==> src/design/srrw_pkg.sv <==
// Shared types and constants for the selective-repeat receive window.
// Holds the default sizes, stream field layout, packet and result codes
// and the control state type. No dependencies.
`default_nettype none

package srrw_pkg;

    // Default sizes
    localparam int SEQ_SPACE_DEF     = 32;
    localparam int WINDOW_DEF        = 16;
    localparam int PAYLOAD_BYTES_DEF = 8;

    // Fixed field widths
    localparam int CONN_W  = 8;
    localparam int SEQ_F_W = 5;
    localparam int RETRY_W = 8;
    localparam int PAY_F_W = 64;
    localparam int LEN_W   = 4;

    // Slave tdata layout, lowest bit first
    localparam int S_CONN_LSB  = 0;
    localparam int S_SEQ_LSB   = S_CONN_LSB + CONN_W;
    localparam int S_RETRY_LSB = S_SEQ_LSB + SEQ_F_W;
    localparam int S_PAY_LSB   = S_RETRY_LSB + RETRY_W;
    localparam int S_LEN_LSB   = S_PAY_LSB + PAY_F_W;
    localparam int S_QFULL_BIT = S_LEN_LSB + LEN_W;
    localparam int S_TDATA_W   = ((S_QFULL_BIT + 1 + 7) / 8) * 8;

    // Master tdata layout, lowest bit first
    localparam int M_SEQ_LSB    = 0;
    localparam int M_RETRY_LSB  = M_SEQ_LSB + SEQ_F_W;
    localparam int M_PAY_LSB    = M_RETRY_LSB + RETRY_W;
    localparam int M_LEN_LSB    = M_PAY_LSB + PAY_F_W;
    localparam int M_CLOSED_BIT = M_LEN_LSB + LEN_W;
    localparam int M_TDATA_W    = ((M_CLOSED_BIT + 1 + 7) / 8) * 8;

    // Packet kinds (s_tuser)
    localparam logic PKT_DATA  = 1'b0;
    localparam logic PKT_CLOSE = 1'b1;

    // Result kinds (m_tuser)
    localparam logic RES_ACK     = 1'b0;
    localparam logic RES_DELIVER = 1'b1;

    typedef enum logic [2:0] {
        ST_IDLE,
        ST_EVAL,
        ST_ACK,
        ST_STEP,
        ST_DELIV
    } state_t;

endpackage

`default_nettype wire

==> src/design/selective_repeat_receive_window_unit.sv <==
// Receive side of a selective-repeat link: window state, slot buffer and
// in-order delivery sequencer.
// Depends on srrw_pkg for sizes, stream layout, codes and the state type.
`default_nettype none

// Usage
//   Packets enter as beats on the s_ channel (tuser = packet kind, tdata =
//   connection id, seq, retry count, payload, length, queue-full flag).
//   Results leave as beats on the m_ channel: an acknowledgement first, then
//   zero or more in-order deliveries; tlast marks the final beat of a packet.
//   cfg_we/cfg_wdata load the accepted connection id; write it only while idle.
//   One packet is handled at a time. A dropped packet leaves from the EVAL
//   state; an acknowledged one goes on to ACK, then through STEP and DELIV
//   for each delivered slot (one slot buffer read and one output load per
//   slot); up to WINDOW slots are delivered per packet. The first result
//   beat is loaded into the output register in ACK, after EVAL.
//   The slot buffer is a synchronous RAM with one write and one read port;
//   the expected flags live in a flop vector read at one address per cycle.
//   Reset clears the window to its start position, reopens the link and
//   empties the output register; the slot buffer keeps its contents.
//   When m_tready is low the result beat holds in the output register and
//   the sequencer waits; no input beat is taken until the packet finishes.
module selective_repeat_receive_window_unit #(
    parameter int SEQ_SPACE     = srrw_pkg::SEQ_SPACE_DEF,
    parameter int WINDOW        = srrw_pkg::WINDOW_DEF,
    parameter int PAYLOAD_BYTES = srrw_pkg::PAYLOAD_BYTES_DEF
) (
    input  wire                            aclk,
    input  wire                            aresetn,
    // Configuration
    input  wire                            cfg_we,
    input  wire  [srrw_pkg::CONN_W-1:0]    cfg_wdata,
    // Packet input
    input  wire                            s_tvalid,
    output logic                           s_tready,
    // tdata: packet_conn, seq, retry_count, payload, payload_len, queue_full
    input  wire  [srrw_pkg::S_TDATA_W-1:0] s_tdata,
    // tuser: packet_kind
    input  wire                            s_tuser,
    // Result output
    output logic                           m_tvalid,
    input  wire                            m_tready,
    // tdata: out_seq, out_retry, out_payload, out_len, link_closed
    output logic [srrw_pkg::M_TDATA_W-1:0] m_tdata,
    // tuser: result_kind
    output logic                           m_tuser,
    output logic                           m_tlast
);

    localparam int SEQ_W    = (SEQ_SPACE > 1) ? $clog2(SEQ_SPACE) : 1;
    localparam int DATA_W   = 8 * PAYLOAD_BYTES;
    localparam int SLOT_W   = DATA_W + srrw_pkg::LEN_W;
    localparam int CNT_W    = $clog2(WINDOW + 1);
    localparam int EDGE_RST = WINDOW % SEQ_SPACE;
    localparam int MOD_W    = 11;

    // ------------------------------------------------------------------
    // Registers
    // ------------------------------------------------------------------
    srrw_pkg::state_t state_reg, state_next;

    logic [srrw_pkg::CONN_W-1:0]  conn_id_reg;

    // Latched packet
    logic                         kind_reg;
    logic [srrw_pkg::CONN_W-1:0]  conn_reg;
    logic [SEQ_W-1:0]             seq_reg;
    logic [srrw_pkg::RETRY_W-1:0] retry_reg;
    logic [DATA_W-1:0]            pay_reg;
    logic [srrw_pkg::LEN_W-1:0]   len_reg;
    logic                         qfull_reg;

    // Window state
    logic [SEQ_SPACE-1:0] exp_reg, exp_next;
    logic [SEQ_W-1:0]     lio_reg, lio_next;
    logic [SEQ_W-1:0]     edge_reg, edge_next;
    logic                 closed_reg, closed_next;
    logic [CNT_W-1:0]     cnt_reg, cnt_next;
    logic                 slide_reg, slide_next;

    // Slot buffer
    logic [SLOT_W-1:0] slot_mem [SEQ_SPACE];
    logic [SLOT_W-1:0] slot_rd_reg;
    logic              slot_we;
    logic              slot_re;

    // Output register
    logic                         m_valid_reg, m_valid_next;
    logic                         m_kind_reg, m_kind_next;
    logic [srrw_pkg::SEQ_F_W-1:0] m_seq_reg, m_seq_next;
    logic [srrw_pkg::RETRY_W-1:0] m_retry_reg, m_retry_next;
    logic [srrw_pkg::PAY_F_W-1:0] m_pay_reg, m_pay_next;
    logic [srrw_pkg::LEN_W-1:0]   m_len_reg, m_len_next;
    logic                         m_closed_reg, m_closed_next;
    logic                         m_last_reg, m_last_next;

    // ------------------------------------------------------------------
    // Input unpack: reduce seq into the sequence space, saturate the
    // length and zero the bytes past it.
    // ------------------------------------------------------------------
    logic [MOD_W-1:0]           seq_mod;
    logic [SEQ_W-1:0]           in_seq;
    logic [srrw_pkg::LEN_W-1:0] in_len_raw;
    logic [srrw_pkg::LEN_W-1:0] in_len;
    logic [DATA_W-1:0]          in_pay_raw;
    logic [DATA_W-1:0]          in_pay;

    always_comb begin
        seq_mod = MOD_W'(s_tdata[srrw_pkg::S_SEQ_LSB +: srrw_pkg::SEQ_F_W]);
        for (int k = 2; k >= 0; k--) begin
            if (seq_mod >= MOD_W'(SEQ_SPACE << k)) begin
                seq_mod = seq_mod - MOD_W'(SEQ_SPACE << k);
            end
        end
        in_seq = SEQ_W'(seq_mod);
    end

    assign in_len_raw = s_tdata[srrw_pkg::S_LEN_LSB +: srrw_pkg::LEN_W];
    assign in_len     = (in_len_raw > srrw_pkg::LEN_W'(PAYLOAD_BYTES))
                      ? srrw_pkg::LEN_W'(PAYLOAD_BYTES) : in_len_raw;
    assign in_pay_raw = s_tdata[srrw_pkg::S_PAY_LSB +: DATA_W];

    always_comb begin
        for (int b = 0; b < PAYLOAD_BYTES; b++) begin
            in_pay[8*b +: 8] = (srrw_pkg::LEN_W'(b) < in_len) ? in_pay_raw[8*b +: 8] : 8'h00;
        end
    end

    // ------------------------------------------------------------------
    // Window arithmetic
    // ------------------------------------------------------------------
    logic [SEQ_W-1:0] lio_inc;
    logic [SEQ_W-1:0] edge_inc;
    logic [SEQ_W:0]   span_raw;
    logic [SEQ_W:0]   dist_raw;
    logic [SEQ_W-1:0] span;
    logic [SEQ_W-1:0] seq_dist;
    logic             in_win;
    logic [SEQ_W-1:0] exp_addr;
    logic             exp_bit;
    logic             conn_ok;
    logic             out_free;
    logic             deliv_last;

    assign lio_inc  = (lio_reg == SEQ_W'(SEQ_SPACE - 1)) ? '0 : lio_reg + 1'b1;
    assign edge_inc = (edge_reg == SEQ_W'(SEQ_SPACE - 1)) ? '0 : edge_reg + 1'b1;

    // Distances past last_in_order, wrapped into the sequence space
    assign span_raw = {1'b0, edge_reg} - {1'b0, lio_reg};
    assign dist_raw = {1'b0, seq_reg} - {1'b0, lio_reg};
    assign span = span_raw[SEQ_W] ? SEQ_W'(span_raw + (SEQ_W+1)'(SEQ_SPACE))
                                  : span_raw[SEQ_W-1:0];
    assign seq_dist = dist_raw[SEQ_W] ? SEQ_W'(dist_raw + (SEQ_W+1)'(SEQ_SPACE))
                                      : dist_raw[SEQ_W-1:0];
    // An empty span opens the whole sequence space
    assign in_win = (span == '0) || ((seq_dist != '0) && (seq_dist <= span));

    // One read of the expected flags per cycle
    assign exp_addr = (state_reg == srrw_pkg::ST_EVAL) ? seq_reg : lio_inc;
    assign exp_bit  = exp_reg[exp_addr];

    assign conn_ok    = (conn_reg == conn_id_reg);
    assign out_free   = !m_valid_reg || m_tready;
    // Stop after WINDOW slots or at the first gap
    assign deliv_last = (cnt_reg == CNT_W'(WINDOW)) || exp_bit;

    // ------------------------------------------------------------------
    // Next state
    // ------------------------------------------------------------------
    always_comb begin
        state_next = state_reg;
        unique case (state_reg)
            srrw_pkg::ST_IDLE: begin
                if (s_tvalid) begin
                    state_next = srrw_pkg::ST_EVAL;
                end
            end
            srrw_pkg::ST_EVAL: begin
                if (!conn_ok) begin
                    state_next = srrw_pkg::ST_IDLE;
                end else if (kind_reg == srrw_pkg::PKT_DATA && (closed_reg || qfull_reg)) begin
                    state_next = srrw_pkg::ST_IDLE;
                end else begin
                    state_next = srrw_pkg::ST_ACK;
                end
            end
            srrw_pkg::ST_ACK: begin
                if (out_free) begin
                    state_next = slide_reg ? srrw_pkg::ST_STEP : srrw_pkg::ST_IDLE;
                end
            end
            srrw_pkg::ST_STEP: begin
                state_next = srrw_pkg::ST_DELIV;
            end
            srrw_pkg::ST_DELIV: begin
                if (out_free) begin
                    state_next = deliv_last ? srrw_pkg::ST_IDLE : srrw_pkg::ST_STEP;
                end
            end
            default: begin
                state_next = srrw_pkg::ST_IDLE;
            end
        endcase
    end

    // ------------------------------------------------------------------
    // Outputs and datapath updates
    // ------------------------------------------------------------------
    always_comb begin
        s_tready      = 1'b0;
        slot_we       = 1'b0;
        slot_re       = 1'b0;
        exp_next      = exp_reg;
        lio_next      = lio_reg;
        edge_next     = edge_reg;
        closed_next   = closed_reg;
        cnt_next      = cnt_reg;
        slide_next    = slide_reg;
        m_valid_next  = m_valid_reg && !m_tready;
        m_kind_next   = m_kind_reg;
        m_seq_next    = m_seq_reg;
        m_retry_next  = m_retry_reg;
        m_pay_next    = m_pay_reg;
        m_len_next    = m_len_reg;
        m_closed_next = m_closed_reg;
        m_last_next   = m_last_reg;

        unique case (state_reg)
            srrw_pkg::ST_IDLE: begin
                s_tready = 1'b1;
            end
            srrw_pkg::ST_EVAL: begin
                cnt_next   = '0;
                slide_next = 1'b0;
                if (conn_ok) begin
                    if (kind_reg == srrw_pkg::PKT_CLOSE) begin
                        if (in_win) begin
                            exp_next[seq_reg] = 1'b0;
                            closed_next       = 1'b1;
                        end
                    end else if (!closed_reg && !qfull_reg && in_win && exp_bit) begin
                        // Buffer once; slide when it fills the next hole
                        exp_next[seq_reg] = 1'b0;
                        slot_we           = 1'b1;
                        slide_next        = (seq_reg == lio_inc);
                    end
                end
            end
            srrw_pkg::ST_ACK: begin
                if (out_free) begin
                    m_valid_next  = 1'b1;
                    m_kind_next   = srrw_pkg::RES_ACK;
                    m_seq_next    = srrw_pkg::SEQ_F_W'(seq_reg);
                    m_retry_next  = retry_reg;
                    m_pay_next    = '0;
                    m_len_next    = '0;
                    m_closed_next = closed_reg;
                    m_last_next   = !slide_reg;
                end
            end
            srrw_pkg::ST_STEP: begin
                // Advance the window by one slot; a set at the new edge wins
                slot_re            = 1'b1;
                lio_next           = lio_inc;
                edge_next          = edge_inc;
                exp_next[lio_inc]  = 1'b0;
                exp_next[edge_inc] = 1'b1;
                cnt_next           = cnt_reg + 1'b1;
            end
            srrw_pkg::ST_DELIV: begin
                if (out_free) begin
                    m_valid_next  = 1'b1;
                    m_kind_next   = srrw_pkg::RES_DELIVER;
                    m_seq_next    = srrw_pkg::SEQ_F_W'(lio_reg);
                    m_retry_next  = '0;
                    m_pay_next    = srrw_pkg::PAY_F_W'(slot_rd_reg[DATA_W-1:0]);
                    m_len_next    = slot_rd_reg[DATA_W +: srrw_pkg::LEN_W];
                    m_closed_next = closed_reg;
                    m_last_next   = deliv_last;
                end
            end
            default: begin
                s_tready = 1'b0;
            end
        endcase
    end

    // ------------------------------------------------------------------
    // Slot buffer: written at the packet's seq, read at the slide position
    // ------------------------------------------------------------------
    always_ff @(posedge aclk) begin
        if (slot_we) begin
            slot_mem[seq_reg] <= {len_reg, pay_reg};
        end
        if (slot_re) begin
            slot_rd_reg <= slot_mem[lio_inc];
        end
    end

    // ------------------------------------------------------------------
    // Packet latch, output register fields and sequencer counters (no reset)
    // ------------------------------------------------------------------
    always_ff @(posedge aclk) begin
        if (s_tvalid && s_tready) begin
            kind_reg  <= s_tuser;
            conn_reg  <= s_tdata[srrw_pkg::S_CONN_LSB +: srrw_pkg::CONN_W];
            seq_reg   <= in_seq;
            retry_reg <= s_tdata[srrw_pkg::S_RETRY_LSB +: srrw_pkg::RETRY_W];
            pay_reg   <= in_pay;
            len_reg   <= in_len;
            qfull_reg <= s_tdata[srrw_pkg::S_QFULL_BIT];
        end
        m_kind_reg   <= m_kind_next;
        m_seq_reg    <= m_seq_next;
        m_retry_reg  <= m_retry_next;
        m_pay_reg    <= m_pay_next;
        m_len_reg    <= m_len_next;
        m_closed_reg <= m_closed_next;
        m_last_reg   <= m_last_next;
        cnt_reg      <= cnt_next;
        slide_reg    <= slide_next;
    end

    // ------------------------------------------------------------------
    // Control state
    // ------------------------------------------------------------------
    always_ff @(posedge aclk) begin
        if (!aresetn) begin
            state_reg   <= srrw_pkg::ST_IDLE;
            conn_id_reg <= '0;
            lio_reg     <= '0;
            edge_reg    <= SEQ_W'(EDGE_RST);
            closed_reg  <= 1'b0;
            m_valid_reg <= 1'b0;
            for (int j = 0; j < SEQ_SPACE; j++) begin
                exp_reg[j] <= (WINDOW >= SEQ_SPACE) || (j >= 1 && j <= WINDOW);
            end
        end else begin
            state_reg   <= state_next;
            lio_reg     <= lio_next;
            edge_reg    <= edge_next;
            closed_reg  <= closed_next;
            m_valid_reg <= m_valid_next;
            exp_reg     <= exp_next;
            if (cfg_we) begin
                conn_id_reg <= cfg_wdata;
            end
        end
    end

    // ------------------------------------------------------------------
    // Port drive
    // ------------------------------------------------------------------
    assign m_tvalid = m_valid_reg;
    assign m_tuser  = m_kind_reg;
    assign m_tlast  = m_last_reg;

    always_comb begin
        m_tdata = '0;
        m_tdata[srrw_pkg::M_SEQ_LSB +: srrw_pkg::SEQ_F_W]   = m_seq_reg;
        m_tdata[srrw_pkg::M_RETRY_LSB +: srrw_pkg::RETRY_W] = m_retry_reg;
        m_tdata[srrw_pkg::M_PAY_LSB +: srrw_pkg::PAY_F_W]   = m_pay_reg;
        m_tdata[srrw_pkg::M_LEN_LSB +: srrw_pkg::LEN_W]     = m_len_reg;
        m_tdata[srrw_pkg::M_CLOSED_BIT]                     = m_closed_reg;
    end

endmodule

`default_nettype wire

==> config.mk <==
export PLATFORM = sky130hd
export DESIGN_NAME = selective_repeat_receive_window_unit
export DESIGN_NICKNAME = d
export VERILOG_FILES = /design/src/design/srrw_pkg.sv /design/src/design/selective_repeat_receive_window_unit.sv
export SDC_FILE = /design/constraint.sdc
export NUM_CORES = 2
export LEC_CHECK = 0
export BUFFER_PORTS_ARGS = -buffer_cell sky130_fd_sc_hd__buf_4
export CAP_MARGIN = 20
export CORE_MARGIN = 4
export CORE_UTILIZATION = 50
export CTS_BUF_LIST = sky130_fd_sc_hd__clkbuf_2 sky130_fd_sc_hd__clkbuf_4 sky130_fd_sc_hd__clkbuf_8
export DETAILED_ROUTE_END_ITERATION = 10
export PLACE_DENSITY = 0.66
export SETUP_SLACK_MARGIN = 0.5
export SLEW_MARGIN = 20
export SYNTH_ARGS = -nofsm -noshare
export SYNTH_HDL_FRONTEND = slang
export SYNTH_SLANG_ARGS = --single-unit
==> constraint.sdc <==
create_clock -name aclk -period 9.1 [get_ports aclk]
set_input_delay 0.91 -clock aclk [delete_from_list [all_inputs] [get_ports aclk]]
set_output_delay 0.91 -clock aclk [all_outputs]
set_load 0.02 [all_outputs]
==> qor.yml <==
power_mw: 21.88
final_common_cell: "sky130_fd_sc_hd__edfxtp_1"
clock_path_buffers: 4
cts_htree_levels: 5
rsz_0062_raised_after_global_routing: "no"
final.setup.tns_ns: 0
timing.setup.critical_path_class: "register to register"
dpl.hpwl_um: 117100
syn_area_cell_um2: 21.77
timing.fmax_mhz: 142.7
clock-root-buffer: "sky130_fd_sc_hd__clkbuf_8"
share_of_final_layout_standard_cells_stronger_than_drive_strength_1_pct: 29.87
final_worst_path_cycle_share_pct: 77.03
pin_count_of_the_biggest_net_entering_global_routing: 96
grt_pass1_vias: 48460
synthDistinctLibCells: 72
internal_power_mw: 17.40
antenna_found_initial: 4
worstHoldPathCells: 2
clk-insertion-delay-late_ns: 1.09
globalplace.congestion: 0.8614
regToRegSetupSlack_ns: 2.09
synth_edf_count: 2425
timing.final.hold_violations: 0
tritoncts_clock_tree: "yes"
drt_iter0_markers: 6106
grt_usage_pct: 24.04
r2r.worst_path.cells: 14
final_count_of_pins_violating_max_slew: 0
timing.critical_path.max_delay_family: "simple AND/OR/NAND/NOR gates"
vias: 47350
setup_viol: 0
synth_warn: 0
per_cell_routed_wire_length_um: 31.02
critical_path.max_stage_delay_ns: 0.98
source_of_the_worst_register_to_register_timing_path: "lio_reg[0]"
hold_path_startpoint: "s_tdata[35]"
floorplan.initialDensity_pct: 50.25
overflow: 0
clock_share_of_power_pct: 40.6
run_status: "complete, no violations"
ir_drop_uv: 160.5
ant_nets: 0
max-slew-margin-rel_pct: 23.51
hold_wc_path_type: "input port to register"
switching_power_mw: 4.475
crit_path_max_fanout: 51
cts.sinks: 2480
detailed_route_vias_per_instance: 6.223
clkSlewWorstSetupHoldPaths_ns: 0.06
worst_ep_required_time_ns: 9.74
finClkSkew_ns: 0.08204
timing.rr.end: "slot_mem[14][26]"
drt-total-wl_um: 236000
wire_length_of_the_first_global_routing_pass_um: 341200
seq_power_share_pct: 58.5
placeableCoreArea_um2: 187800
crit_slowest_cell: "sky130_fd_sc_hd__nor2_4"
timing.final.crit_period_ns: 7.010
fp-row-count: 159
timing_worst_slew_pin_value_ns: 1.147
cts_resized: 0
seq_area_frac_synth_pct: 78.33
crit_path_cell_trace: "ha_1, and3_1, ha_1, nor2_4, buf_4, mux4_2, nand2_1, a311oi_1, o22ai_1, a2111oi_4, buf_4, nand4b_2, nor2_4, buf_12"
dieArea_um2: 195800
drt_first_pass_iters: 6
critical_path.startpoint_type: "register"
synth_cells: 4335
worst-path-buf-inv: 3
final_core_utilization_pct: 56.98
whs_endpoint: "pay_reg[14]"
synth.cell_area_um2: 94370
die_h_um: 442.5
p_sw_share_pct: 20.46
portBuffers: 189
synth-seq-cells: 2480
areaGrowthSynthToFinish_pct: 13.39
fin_nets: 4961
cp-end-kind: "register"
drt_drc_violations_left: 0
synth_top_flop_cell: "sky130_fd_sc_hd__edfxtp_1"
path_depth: 14
flip_flop_count_of_the_largest_register_after_layout: 2176
max_cap_violations: 0
leakage_nw: 33.80
combPwrFrac_pct: 0.9
chipWidth_um: 442.5
power_per_standard_cell_area_nw_per_um2: 204.4
worst-endpoint-arrival_ns: 7.65
pin_count: 202
synth_async_sr_flop_share_pct: 0
cts_buffers: 399
mostFrequentLayoutCells: "2425 x sky130_fd_sc_hd__edfxtp_1, 560 x sky130_fd_sc_hd__mux4_2, 403 x sky130_fd_sc_hd__clkbuf_8"
## through the flow
| step | area [um2] | hold WS (ns) | setup WS (ns) | instances |
|---|---|---|---|---|
| floorplan | 94390 | 0.4667 | 1.681 | 4340 |
| CTS | 106900 | 0.006187 | 2.133 | 7598 |
| global placement | 99410 | 0.4823 | 2.249 | 6892 |
| finish | 107000 | 0.1081 | 2.090 | 7608 |
| global route | 107000 | 0.02521 | 1.808 | 7603 |
| detailed placement | 99440 | 0.4980 | 2.219 | 6893 |
## synth_stat cells (3+ instances only)
master / count / area, um2
sky130_fd_sc_hd__a2111oi_0: 7 / 61.31
sky130_fd_sc_hd__a211oi_1: 5 / 37.54
sky130_fd_sc_hd__a21oi_1: 25 / 125.1
sky130_fd_sc_hd__a221o_1: 10 / 100.1
sky130_fd_sc_hd__a22oi_1: 288 / 2162
sky130_fd_sc_hd__a2bb2oi_1: 4 / 35.03
sky130_fd_sc_hd__a311oi_1: 3 / 26.28
sky130_fd_sc_hd__and2_1: 88 / 550.5
sky130_fd_sc_hd__and3_1: 8 / 50.05
sky130_fd_sc_hd__buf_1: 54 / 202.7
sky130_fd_sc_hd__buf_2: 9 / 45.04
sky130_fd_sc_hd__buf_4: 8 / 60.06
sky130_fd_sc_hd__buf_6: 4 / 45.04
sky130_fd_sc_hd__clkbuf_1: 174 / 653.1
sky130_fd_sc_hd__clkbuf_2: 3 / 15.01
sky130_fd_sc_hd__dfxtp_1: 55 / 1101
sky130_fd_sc_hd__edfxtp_1: 2425 / 72820
sky130_fd_sc_hd__ha_1: 22 / 275.3
sky130_fd_sc_hd__inv_1: 23 / 86.33
sky130_fd_sc_hd__mux2_2: 5 / 56.30
sky130_fd_sc_hd__mux2i_1: 13 / 130.1
sky130_fd_sc_hd__mux4_2: 560 / 12610
sky130_fd_sc_hd__nand2_1: 113 / 424.2
sky130_fd_sc_hd__nand3_1: 21 / 105.1
sky130_fd_sc_hd__nand4_1: 70 / 437.9
sky130_fd_sc_hd__nand4b_2: 4 / 60.06
sky130_fd_sc_hd__nor2_1: 81 / 304.0
sky130_fd_sc_hd__nor2b_1: 66 / 412.9
sky130_fd_sc_hd__nor3_1: 19 / 95.09
sky130_fd_sc_hd__nor3b_1: 3 / 22.52
sky130_fd_sc_hd__nor4_1: 6 / 37.54
sky130_fd_sc_hd__o2111ai_1: 12 / 105.1
sky130_fd_sc_hd__o211ai_1: 6 / 45.04
sky130_fd_sc_hd__o21ai_0: 42 / 210.2
sky130_fd_sc_hd__o221ai_1: 12 / 105.1
sky130_fd_sc_hd__o22ai_1: 4 / 25.02
sky130_fd_sc_hd__o2bb2ai_1: 6 / 52.55
sky130_fd_sc_hd__or2_2: 5 / 31.28
sky130_fd_sc_hd__or3_1: 4 / 25.02
sky130_fd_sc_hd__xnor2_1: 22 / 192.7
sky130_fd_sc_hd__xor2_1: 8 / 70.07
## kinds of logic (layout without fill, tap and decap cells)
logic type,Yosys count,in the layout,share of synthesized area [%]
other,1,14,0.003974
XOR/XNOR,30,30,0.2784
adder cells (fa/ha/maj),24,24,0.3341
AO/OA/AOI/OAI,443,443,3.478
buffers and inverters,278,1043,1.188
multiplexers,578,578,13.56
flip-flops,2480,2480,78.33
AND/OR/NAND/NOR,501,501,2.828
## power groups by stage
stage,Combinational (mW),Sequential [mW],Clock [mW]
floorplan,0.0962,12.9,0
global placement,0.182,13.0,0
detailed placement,0.183,13.0,0
CTS,0.193,12.8,9.05
global route,0.207,12.8,9.63
finish,0.195,12.8,8.89
## layer usage
| metal | up-vias | GRT usage (%) | routed length [um] | share of wire [%] |
|---|---|---|---|---|
| met5 | - | 0 | 0 | 0 |
| met4 | 0 | 6.938 | 5810 | 2.5 |
| met3 | 389 | 5.151 | 22000 | 9.3 |
| met2 | 2552 | 38.60 | 114800 | 49 |
| met1 | 25090 | 33.69 | 93470 | 40 |
| li1 | 19320 | - | - | - |
## cell type report
| class | count | area (um2) |
|---|---|---|
| Clock inverter | 143 | 701.9 |
| Fill cell | 13710 | 80790 |
| Clock buffer | 536 | 6545 |
| Timing Repair Buffer | 338 | 2888 |
| Sequential cell | 2480 | 73920 |
| Tap cell | 2495 | 3122 |
| Multi-Input combinational cell | 1582 | 19710 |
| Antenna cell | 8 | 20.02 |
| Inverter | 26 | 105.1 |
## timing repair
| action | CTS | global route |
|---|---|---|
| setup buffers | 0 | 0 |
| hold buffers | 26 | 0 |
| endpoints found under the hold margin | 26 | 0 |
| endpoints found under the setup margin | 0 | 0 |
## worst reg2reg max path, cell delays in order (launching register included)
cell and delay [ns]:
sky130_fd_sc_hd__dfxtp_1 0.42, sky130_fd_sc_hd__ha_1 0.45, sky130_fd_sc_hd__and3_1 0.28, sky130_fd_sc_hd__ha_1 0.35, sky130_fd_sc_hd__nor2_4 0.49, sky130_fd_sc_hd__buf_4 0.70
sky130_fd_sc_hd__mux4_2 0.39, sky130_fd_sc_hd__nand2_1 0.06, sky130_fd_sc_hd__a311oi_1 0.33, sky130_fd_sc_hd__o22ai_1 0.26, sky130_fd_sc_hd__a2111oi_4 0.23, sky130_fd_sc_hd__buf_4 0.40
sky130_fd_sc_hd__nand4b_2 0.62, sky130_fd_sc_hd__nor2_4 0.99, sky130_fd_sc_hd__buf_12 0.44
## worst max-delay path by stage
stage | from | endpoint | slack (ns)
6_report | lio_reg[0] | slot_mem[14][26] | 2.09
2_1_floorplan | m_tready | m_len_reg[0] | 1.68
4_1_cts | lio_reg[0] | slot_mem[6][28] | 2.13
5_1_grt | lio_reg[0] | slot_mem[14][22] | 1.81
3_5_place_dp | lio_reg[0] | slot_mem[6][26] | 2.22
3_3_place_gp | lio_reg[0] | slot_mem[7][26] | 2.25
No activity file was read; power rests on OpenSTA's default activity.
